## src/hdl/res_pkg.sv

```systemverilog
// Shared types and constants for the recent echo suppression table.
// Used by res_match and recent_echo_suppression_table; no other dependencies.
package res_pkg;

    // Item opcodes carried in the input tuser field.
    typedef enum logic [1:0] {
        OP_RECORD = 2'd0,
        OP_SET    = 2'd1,
        OP_RESET  = 2'd2,
        OP_NONE   = 2'd3
    } op_t;

    // Destination mapping constants.
    localparam logic [7:0] DST_FLAG   = 8'h40;
    localparam logic [7:0] BCAST_NODE = 8'h1F;

    // Configuration register map.
    localparam int unsigned    APB_ADDR_W   = 3;
    localparam logic [7:0]     WINDOW_RESET = 8'd10;
    localparam logic           REG_WINDOW   = 1'b0;

    // Stream widths.
    localparam int unsigned S_TDATA_W = 64;
    localparam int unsigned S_TUSER_W = 2;
    localparam int unsigned M_TDATA_W = 16;

    // One stored bit report.
    typedef struct packed {
        logic [31:0] stamp;
        logic [7:0]  state;
        logic [7:0]  bitn;
        logic [7:0]  node;
    } entry_t;

    // The command being checked against the table.
    typedef struct packed {
        logic [31:0] now;
        logic [7:0]  want;
        logic [7:0]  bitn;
        logic [7:0]  node;
    } query_t;

endpackage

```

## src/hdl/res_match.sv

```systemverilog
// Compare unit shared by every step of the table scan.
// Depends on res_pkg for the entry and query structs.
module res_match (
    input  res_pkg::entry_t query_entry,
    input  logic            entry_valid,
    input  res_pkg::query_t query,
    input  logic [7:0]      window,
    output logic            hit
);
    import res_pkg::*;

    logic [32:0] expiry;
    logic        recent;
    logic        same_cmd;

    // An entry is recent while its time plus the window lies past now, with no wrap.
    assign expiry   = {1'b0, query_entry.stamp} + {25'd0, window};
    assign recent   = expiry > {1'b0, query.now};

    // Same node, same bit and already in the commanded state.
    assign same_cmd = (query_entry.node == query.node) && (query_entry.bitn == query.bitn)
                      && (query_entry.state == query.want);

    assign hit = entry_valid && recent && same_cmd;

endmodule

```

## src/hdl/recent_echo_suppression_table.sv

```systemverilog
// Top level of the recent echo suppression table: ring of bit reports plus scan sequencer.
// Depends on res_pkg and instantiates res_match.
//
// Usage: the s_ stream carries one request per item, opcode in s_tuser, the report or
// command fields in s_tdata. Opcode 0 stores a report in the next ring slot, opcodes 1
// and 2 check a set or reset command against all stored reports, opcode 3 does nothing.
// Each request yields exactly one result on the m_ stream: send_allowed and radio_dest.
// A record or no-op request goes from idle straight to the done state, which registers
// the result once the output is free; a check request first scans the ring and then
// passes the flush state. The check is slower because the one compare unit visits one
// ring entry per cycle through the registered read port of the entry memory. s_tready
// is high only while the sequencer is idle, so one request is in work at a time.
// The result register lets the next request be accepted while a result still waits;
// if the receiver stalls, the following result holds the sequencer until m_tready.
// Reset (aresetn low, synchronous) clears all valid bits, the write pointer, the
// output and sets window_seconds to 10; entry contents are not cleared.
// The APB port holds window_seconds at byte address 0; pready is always high.
module recent_echo_suppression_table #(
    parameter int unsigned DEPTH = 20
) (
    input  logic                               aclk,
    input  logic                               aresetn,
    // APB configuration port
    input  logic                               psel,
    input  logic                               penable,
    input  logic                               pwrite,
    input  logic [res_pkg::APB_ADDR_W-1:0]     paddr,
    input  logic [31:0]                        pwdata,
    output logic [31:0]                        prdata,
    output logic                               pready,
    // Input stream
    input  logic                               s_tvalid,
    output logic                               s_tready,
    // node_id[7:0], dest_byte[15:8], bit_number[23:16], bit_state[31:24], now_seconds[63:32]
    input  logic [res_pkg::S_TDATA_W-1:0]      s_tdata,
    // op[1:0]
    input  logic [res_pkg::S_TUSER_W-1:0]      s_tuser,
    // Result stream
    output logic                               m_tvalid,
    input  logic                               m_tready,
    // send_allowed[0], radio_dest[8:1], zero[15:9]
    output logic [res_pkg::M_TDATA_W-1:0]      m_tdata
);
    import res_pkg::*;

    localparam int unsigned AW = (DEPTH > 1) ? $clog2(DEPTH) : 1;
    localparam logic [AW-1:0] LAST_IDX = AW'(DEPTH - 1);

    typedef enum logic [1:0] {
        ST_IDLE,
        ST_SCAN,
        ST_FLUSH,
        ST_DONE
    } state_t;

    state_t             state_reg;
    logic [7:0]         window_reg;
    logic [AW-1:0]      wp_reg;
    logic [DEPTH-1:0]   valid_reg;
    logic [AW-1:0]      rd_addr_reg;
    logic               rd_vld_reg;
    logic               rd_ent_vld_reg;
    entry_t             rd_data_reg;
    query_t             query_reg;
    logic [7:0]         rdest_reg;
    logic               check_reg;
    logic               hit_reg;
    logic               m_tvalid_reg;
    logic [M_TDATA_W-1:0] m_tdata_reg;

    entry_t             mem [DEPTH];

    op_t                in_op;
    entry_t             in_entry;
    logic [7:0]         in_dest;
    logic               s_acc;
    logic               cfg_wr;
    logic               out_free;
    logic               step_hit;

    // Input field unpacking.
    assign in_op          = op_t'(s_tuser[1:0]);
    assign in_entry.node  = s_tdata[7:0];
    assign in_dest        = s_tdata[15:8];
    assign in_entry.bitn  = s_tdata[23:16];
    assign in_entry.state = s_tdata[31:24];
    assign in_entry.stamp = s_tdata[63:32];

    // No request is taken while reset is held.
    assign s_tready = aresetn && (state_reg == ST_IDLE);
    assign s_acc    = s_tvalid && s_tready;
    assign out_free = !m_tvalid_reg || m_tready;

    assign m_tvalid = m_tvalid_reg;
    assign m_tdata  = m_tdata_reg;

    // Configuration register access.
    assign pready = 1'b1;
    assign cfg_wr = psel && penable && pwrite && (paddr[2] == REG_WINDOW);
    assign prdata = (paddr[2] == REG_WINDOW) ? {24'd0, window_reg} : 32'd0;

    always_ff @(posedge aclk) begin
        if (!aresetn) begin
            window_reg <= WINDOW_RESET;
        end else if (cfg_wr) begin
            window_reg <= pwdata[7:0];
        end
    end

    // Entry memory: written by record requests, read one entry per scan cycle.
    always_ff @(posedge aclk) begin
        if (s_acc && (in_op == OP_RECORD)) begin
            mem[wp_reg] <= in_entry;
        end
    end

    always_ff @(posedge aclk) begin
        rd_data_reg <= mem[rd_addr_reg];
    end

    // Shared compare unit working on the registered read data.
    res_match u_match (
        .query_entry (rd_data_reg),
        .entry_valid (rd_ent_vld_reg && rd_vld_reg),
        .query       (query_reg),
        .window      (window_reg),
        .hit         (step_hit)
    );

    // Query capture and destination mapping at acceptance.
    always_ff @(posedge aclk) begin
        if (s_acc) begin
            query_reg.now  <= in_entry.stamp;
            query_reg.bitn <= in_entry.bitn;
            query_reg.want <= (in_op == OP_SET) ? 8'd1 : 8'd0;
            if (in_dest < BCAST_NODE) begin
                query_reg.node <= in_dest;
                rdest_reg      <= in_dest | DST_FLAG;
            end else begin
                query_reg.node <= BCAST_NODE;
                rdest_reg      <= BCAST_NODE;
            end
        end
    end

    // Sequencer, ring pointer, valid bits and result register.
    always_ff @(posedge aclk) begin
        if (!aresetn) begin
            state_reg      <= ST_IDLE;
            wp_reg         <= '0;
            valid_reg      <= '0;
            rd_addr_reg    <= '0;
            rd_vld_reg     <= 1'b0;
            rd_ent_vld_reg <= 1'b0;
            check_reg      <= 1'b0;
            hit_reg        <= 1'b0;
            m_tvalid_reg   <= 1'b0;
            m_tdata_reg    <= '0;
        end else begin
            rd_ent_vld_reg <= valid_reg[rd_addr_reg];
            if (m_tvalid_reg && m_tready) begin
                m_tvalid_reg <= 1'b0;
            end
            if (rd_vld_reg && step_hit) begin
                hit_reg <= 1'b1;
            end
            unique case (state_reg)
                ST_IDLE: begin
                    rd_vld_reg <= 1'b0;
                    if (s_acc) begin
                        rd_addr_reg <= '0;
                        hit_reg     <= 1'b0;
                        check_reg   <= (in_op == OP_SET) || (in_op == OP_RESET);
                        if ((in_op == OP_SET) || (in_op == OP_RESET)) begin
                            state_reg <= ST_SCAN;
                        end else begin
                            state_reg <= ST_DONE;
                        end
                        if (in_op == OP_RECORD) begin
                            valid_reg[wp_reg] <= 1'b1;
                            wp_reg <= (wp_reg == LAST_IDX) ? '0 : wp_reg + 1'b1;
                        end
                    end
                end
                ST_SCAN: begin
                    rd_vld_reg <= 1'b1;
                    if (rd_addr_reg == LAST_IDX) begin
                        state_reg <= ST_FLUSH;
                    end else begin
                        rd_addr_reg <= rd_addr_reg + 1'b1;
                    end
                end
                ST_FLUSH: begin
                    rd_vld_reg <= 1'b0;
                    state_reg  <= ST_DONE;
                end
                ST_DONE: begin
                    rd_vld_reg <= 1'b0;
                    if (out_free) begin
                        m_tvalid_reg <= 1'b1;
                        if (check_reg) begin
                            m_tdata_reg <= {7'd0, rdest_reg, !hit_reg};
                        end else begin
                            m_tdata_reg <= '0;
                        end
                        state_reg <= ST_IDLE;
                    end
                end
                default: begin
                    state_reg <= ST_IDLE;
                end
            endcase
        end
    end

    // The ring pointer never leaves the table.
    a_wp_range: assert property (@(posedge aclk) disable iff (!aresetn)
        wp_reg <= LAST_IDX)
        else $error("write pointer out of range");

    // A record request marks its slot valid.
    a_rec_valid: assert property (@(posedge aclk) disable iff (!aresetn)
        (s_acc && (in_op == OP_RECORD)) |=> valid_reg[$past(wp_reg)])
        else $error("record request did not set its valid bit");

    // Record and no-op requests always produce an all-zero result.
    a_rec_zero: assert property (@(posedge aclk) disable iff (!aresetn)
        (state_reg == ST_DONE && out_free && !check_reg) |=> (m_tvalid && m_tdata == '0))
        else $error("non-check result is not zero");

    // A scan visits only addresses inside the table.
    a_scan_addr: assert property (@(posedge aclk) disable iff (!aresetn)
        (state_reg == ST_SCAN) |-> (rd_addr_reg <= LAST_IDX))
        else $error("scan address out of range");

    // The compare pipeline is empty whenever a new request may enter.
    a_idle_empty: assert property (@(posedge aclk) disable iff (!aresetn)
        (state_reg == ST_DONE) |=> !rd_vld_reg)
        else $error("compare pipeline busy after scan");

endmodule
```

## config.mk

```make
export PLATFORM = sky130hd
export DESIGN_NAME = recent_echo_suppression_table
export DESIGN_NICKNAME = d
export VERILOG_FILES = /design/src/hdl/res_pkg.sv /design/src/hdl/res_match.sv /design/src/hdl/recent_echo_suppression_table.sv
export SDC_FILE = /design/constraint.sdc
export NUM_CORES = 1
export LEC_CHECK = 0
export ABC_AREA = 1
export BUFFER_PORTS_ARGS = -buffer_cell sky130_fd_sc_hd__buf_2
export CORE_MARGIN = 2
export CORE_UTILIZATION = 45
export DETAILED_ROUTE_END_ITERATION = 6
export HOLD_SLACK_MARGIN = 0.06
export SYNTH_ARGS = -nofsm -noshare
export SYNTH_HDL_FRONTEND = slang
export SYNTH_SLANG_ARGS = --single-unit
export TNS_END_PERCENT = 100
```

## constraint.sdc

```tcl
create_clock -name aclk -period 11.8 [get_ports aclk]
set_input_delay 0.59 -clock aclk [delete_from_list [all_inputs] [get_ports aclk]]
set_output_delay 0.59 -clock aclk [all_outputs]
set_load 0.05 [all_outputs]
```

==> flow_summary.yaml <==
synth:
  synth-edff-count: 1170
  ys_seq_area_frac: 0.741
  yosys_warnings: 0
  synth_cell_types: 47
  synth.avg_cell_area_um2: 13.0
  ys_seq_elements: 1280
  synth.top_cells.by_area: "edfxtp_1 (70%), nor2_1 (5.5%), o21ai_0 (5.3%), dfxtp_1 (4.4%), o22ai_1 (3.6%)"
  synth_top_area_cell: "edfxtp_1"
  synthCells: 3879
  synth-main-ff-cell: "edfxtp_1"
  async_flop_share: 0
  syn_area_um2: 50400
  yosys.area.top_type_share: 0.697
cells_and_area:
  finalInstanceArea_um2: 56400
  nNetsFinal: 4094
  instances_no_fill: 5537
  area_growth_pct: 12.0
  layout-drive-gt1-share: 0.0937
  largest_reg_flops: 1120
sta:
  period_needed_ns: 4.00
  fin_crit_sh: 0.339
  maxSlewViolCount: 0
  finalSetupViolCount: 0
  rsz0062_at_grt: "no"
  fmax_mhz: 250
  clock_skew_ns: 0.0232
  tns_ns: 0
  final_hold_viol_count: 0
  slew_headroom: 0.161
  worstMarginPinSlew_ns: 1.26
detailed_routing:
  vias_per_cell: 5.53
  drt-met1-wl_um: 53500
  postRouteAntennaNets: 0
  routed_wl_um: 123000
  num_vias: 30624
  routedWlPerCell_um: 22.3
  drc_errors: 0
  wl_met2_um: 59800
  drtIter0Drc: 2754
  routed-wl-met3_um: 6660
  drtPass1Iterations: 5
  top_layer: "met5"
global_routing:
  grt_start_max_net_pins: 191
  grt_first_pass_wirelength_um: 185000
  grt_antenna_before_repair: 14
  grt-ovfl-total: 0
  grt_usage: 0.213
  grt_pass1_vias: 29525
worst_setup_path:
  critPathTopFamily: "simple AND/OR/NAND/NOR gates"
  r2r_start: "state_reg[0]$_SDFFE_PN0P_"
  crit_top_cell: "nand2_1"
  startpoint_type: "flip-flop"
  rr_worst_depth: 9
  crit_path_cell_trace: "inv_1 -> ha_1 -> nand2_1 -> nor2_4 -> nand2_1 -> inv_2 -> nand2_1 -> nor2_4 -> buf_4"
  crit_buf_inv: 3
  path_depth: 9
  crit_arrival_ns: 4.36
  crit_type: "reg -> reg"
  critPathSlowestCell: "nor2_4"
  r2r_end: "mem[14][25]$_DFFE_PP_"
  worstSetupStartpoint: "state_reg[0]$_SDFFE_PN0P_"
  crit_required_ns: 12.16
  end_kind: "flip-flop"
  path_max_fanout: 34
  worst_path_largest_cell_delay_ns: 1.04
  worstSetupEndpoint: "mem[14][25]$_DFFE_PP_"
  reg2reg_slack_ns: 7.80
clock_network:
  cts-buffers-inserted: 133
  root_buffer: "clkbuf_16"
  cts_tree: "built"
  clock_sinks: 1280
  h-tree-depth: 4
  worstSkewPairLatency_ns: 0.75
  cts_buffer_depth: 3
  clk_pin_slew_ns: 0.06
pwr:
  comb_power_share: 0.165
  p_seq_frac: 0.468
  clkPwrFrac: 0.367
  internal_power_uw: 8040
  switchingPower_uw: 3100
  p_per_area_nw_per_um2: 198
  ir_drop_mv: 0.133
  cellLeakagePower_uw: 0.0189
  switching_share: 0.278
floorplanning:
  core_area_um2: 111000
  die_height_um: 339
  floorplan.initialDensity: 0.455
  rows: 122
  pin_count: 159
  die_width_um: 339
  dieArea_um2: 115000
placement:
  numPortBuffers: 100
  dp.cells: 5284
  dp_hpwl_um: 61800
  placed_area_um2: 52100
  routabilityCongestion: 0.791
outcome:
  status: "finished, final reports clean"
run:
  max_cap_viol_count: 0
worst_hold_path:
  min_path_type: "in -> reg"
  whs_path_depth: 3
[tightest hold or removal path, stage by stage]
cell     delay [ns]
buf_2          0.07
inv_1          0.04
nand2_1        0.05
[final cells by class]
type / instances / area, um2
fillers: 9502 / 54400
flip-flops and latches: 1280 / 37300
multi-input cells: 2231 / 11400
clock buffers: 185 / 3610
well taps: 1488 / 1860
repair buffers: 151 / 938
clock inverters: 62 / 687
inverters: 136 / 538
diodes: 4 / 10.0
[how the worst min path moves through the flow]
stage | start | end
CTS | s_tdata[8] | query_reg[0]$_SDFFCE_PN1P_
finish | s_tdata[8] | query_reg[0]$_SDFFCE_PN1P_
detailed placement | valid_reg[13]$_SDFFE_PN0P_ | valid_reg[13]$_SDFFE_PN0P_
global route | s_tdata[8] | query_reg[0]$_SDFFCE_PN1P_
global placement | valid_reg[18]$_SDFFE_PN0P_ | valid_reg[18]$_SDFFE_PN0P_
floorplan | hit_reg$_SDFF_PN0_ | hit_reg$_SDFF_PN0_
[cell usage in the layout (no fill, tap or decap), types with 54 or more instances in the layout]
cell | synthesis | final
inv_1 | 131 | 129
o21ai_0 | 529 | 529
buf_2 | 55 | 100
nor2_1 | 740 | 717
a31oi_1 | 54 | 54
o21ai_1 | 56 | 56
edfxtp_1 | 1170 | 1170
nand2_1 | 194 | 194
o22ai_1 | 289 | 289
a21oi_1 | 94 | 94
clkbuf_16 | 0 | 134
a22o_1 | 55 | 55
dfxtp_1 | 110 | 108
[stage by stage]
| step | setup WS, ns | total power, uW | util | hold WS, ns |
|---|---|---|---|---|
| after detailed placement | 7.38 | 7150 | 0.470 | 0.452 |
| after global placement | 7.39 | 7140 | 0.470 | 0.445 |
| final | 7.80 | 11100 | 0.509 | 0.121 |
| after CTS | 7.70 | 11200 | 0.509 | 0.0717 |
| after floorplan | 6.86 | 6650 | - | 0.433 |
| after global routing | 7.37 | 11700 | 0.509 | 0.104 |
[synthesized netlist by cell type (12+ instances only)]
master,n
a211oi_1,12
a21oi_1,94
a22o_1,55
a31oi_1,54
buf_2,55
buf_4,60
buf_6,14
clkbuf_1,128
dfxtp_1,110
edfxtp_1,1170
ha_1,52
inv_1,131
nand2_1,194
nand3_1,25
nor2_1,740
nor3_1,18
o21ai_0,529
o21ai_1,56
o22ai_1,289
xnor2_1,18
xor2_1,16
[timing repair]
action	CTS	global route
gates resized for setup	0	0
hold buffers	2	0
hold endpoints to repair	2	0
setup buffers	0	0
endpoints found under the setup margin	0	0
[metal layers]
layer | up-vias | track usage
met4 | 10 | 0.0670
met1 | 15246 | 0.285
met2 | 833 | 0.360
met3 | 208 | 0.0329
li1 | 14327 | -
met5 | - | 0
[power by group through the flow]
stage	clock network (uW)	logic [uW]	registers (uW)
2_1_floorplan	0	1400	5250
3_3_place_gp	0	1830	5300
3_5_place_dp	0	1840	5300
4_1_cts	4170	1850	5210
5_1_grt	4350	2080	5220
6_report	4090	1840	5210
[kinds of logic after synthesis]
| group | count (synthesis) | synth area share |
|---|---|---|
| fa+ha+maj | 53 | 0.0133 |
| buf+inv | 401 | 0.0379 |
| other cells | 2 | 0.000149 |
| flops | 1280 | 0.741 |
| simple gates | 1007 | 0.0780 |
| xor+xnor | 34 | 0.00591 |
| compound gates | 1102 | 0.124 |
Note: power is estimated with default switching activity, not from simulation.
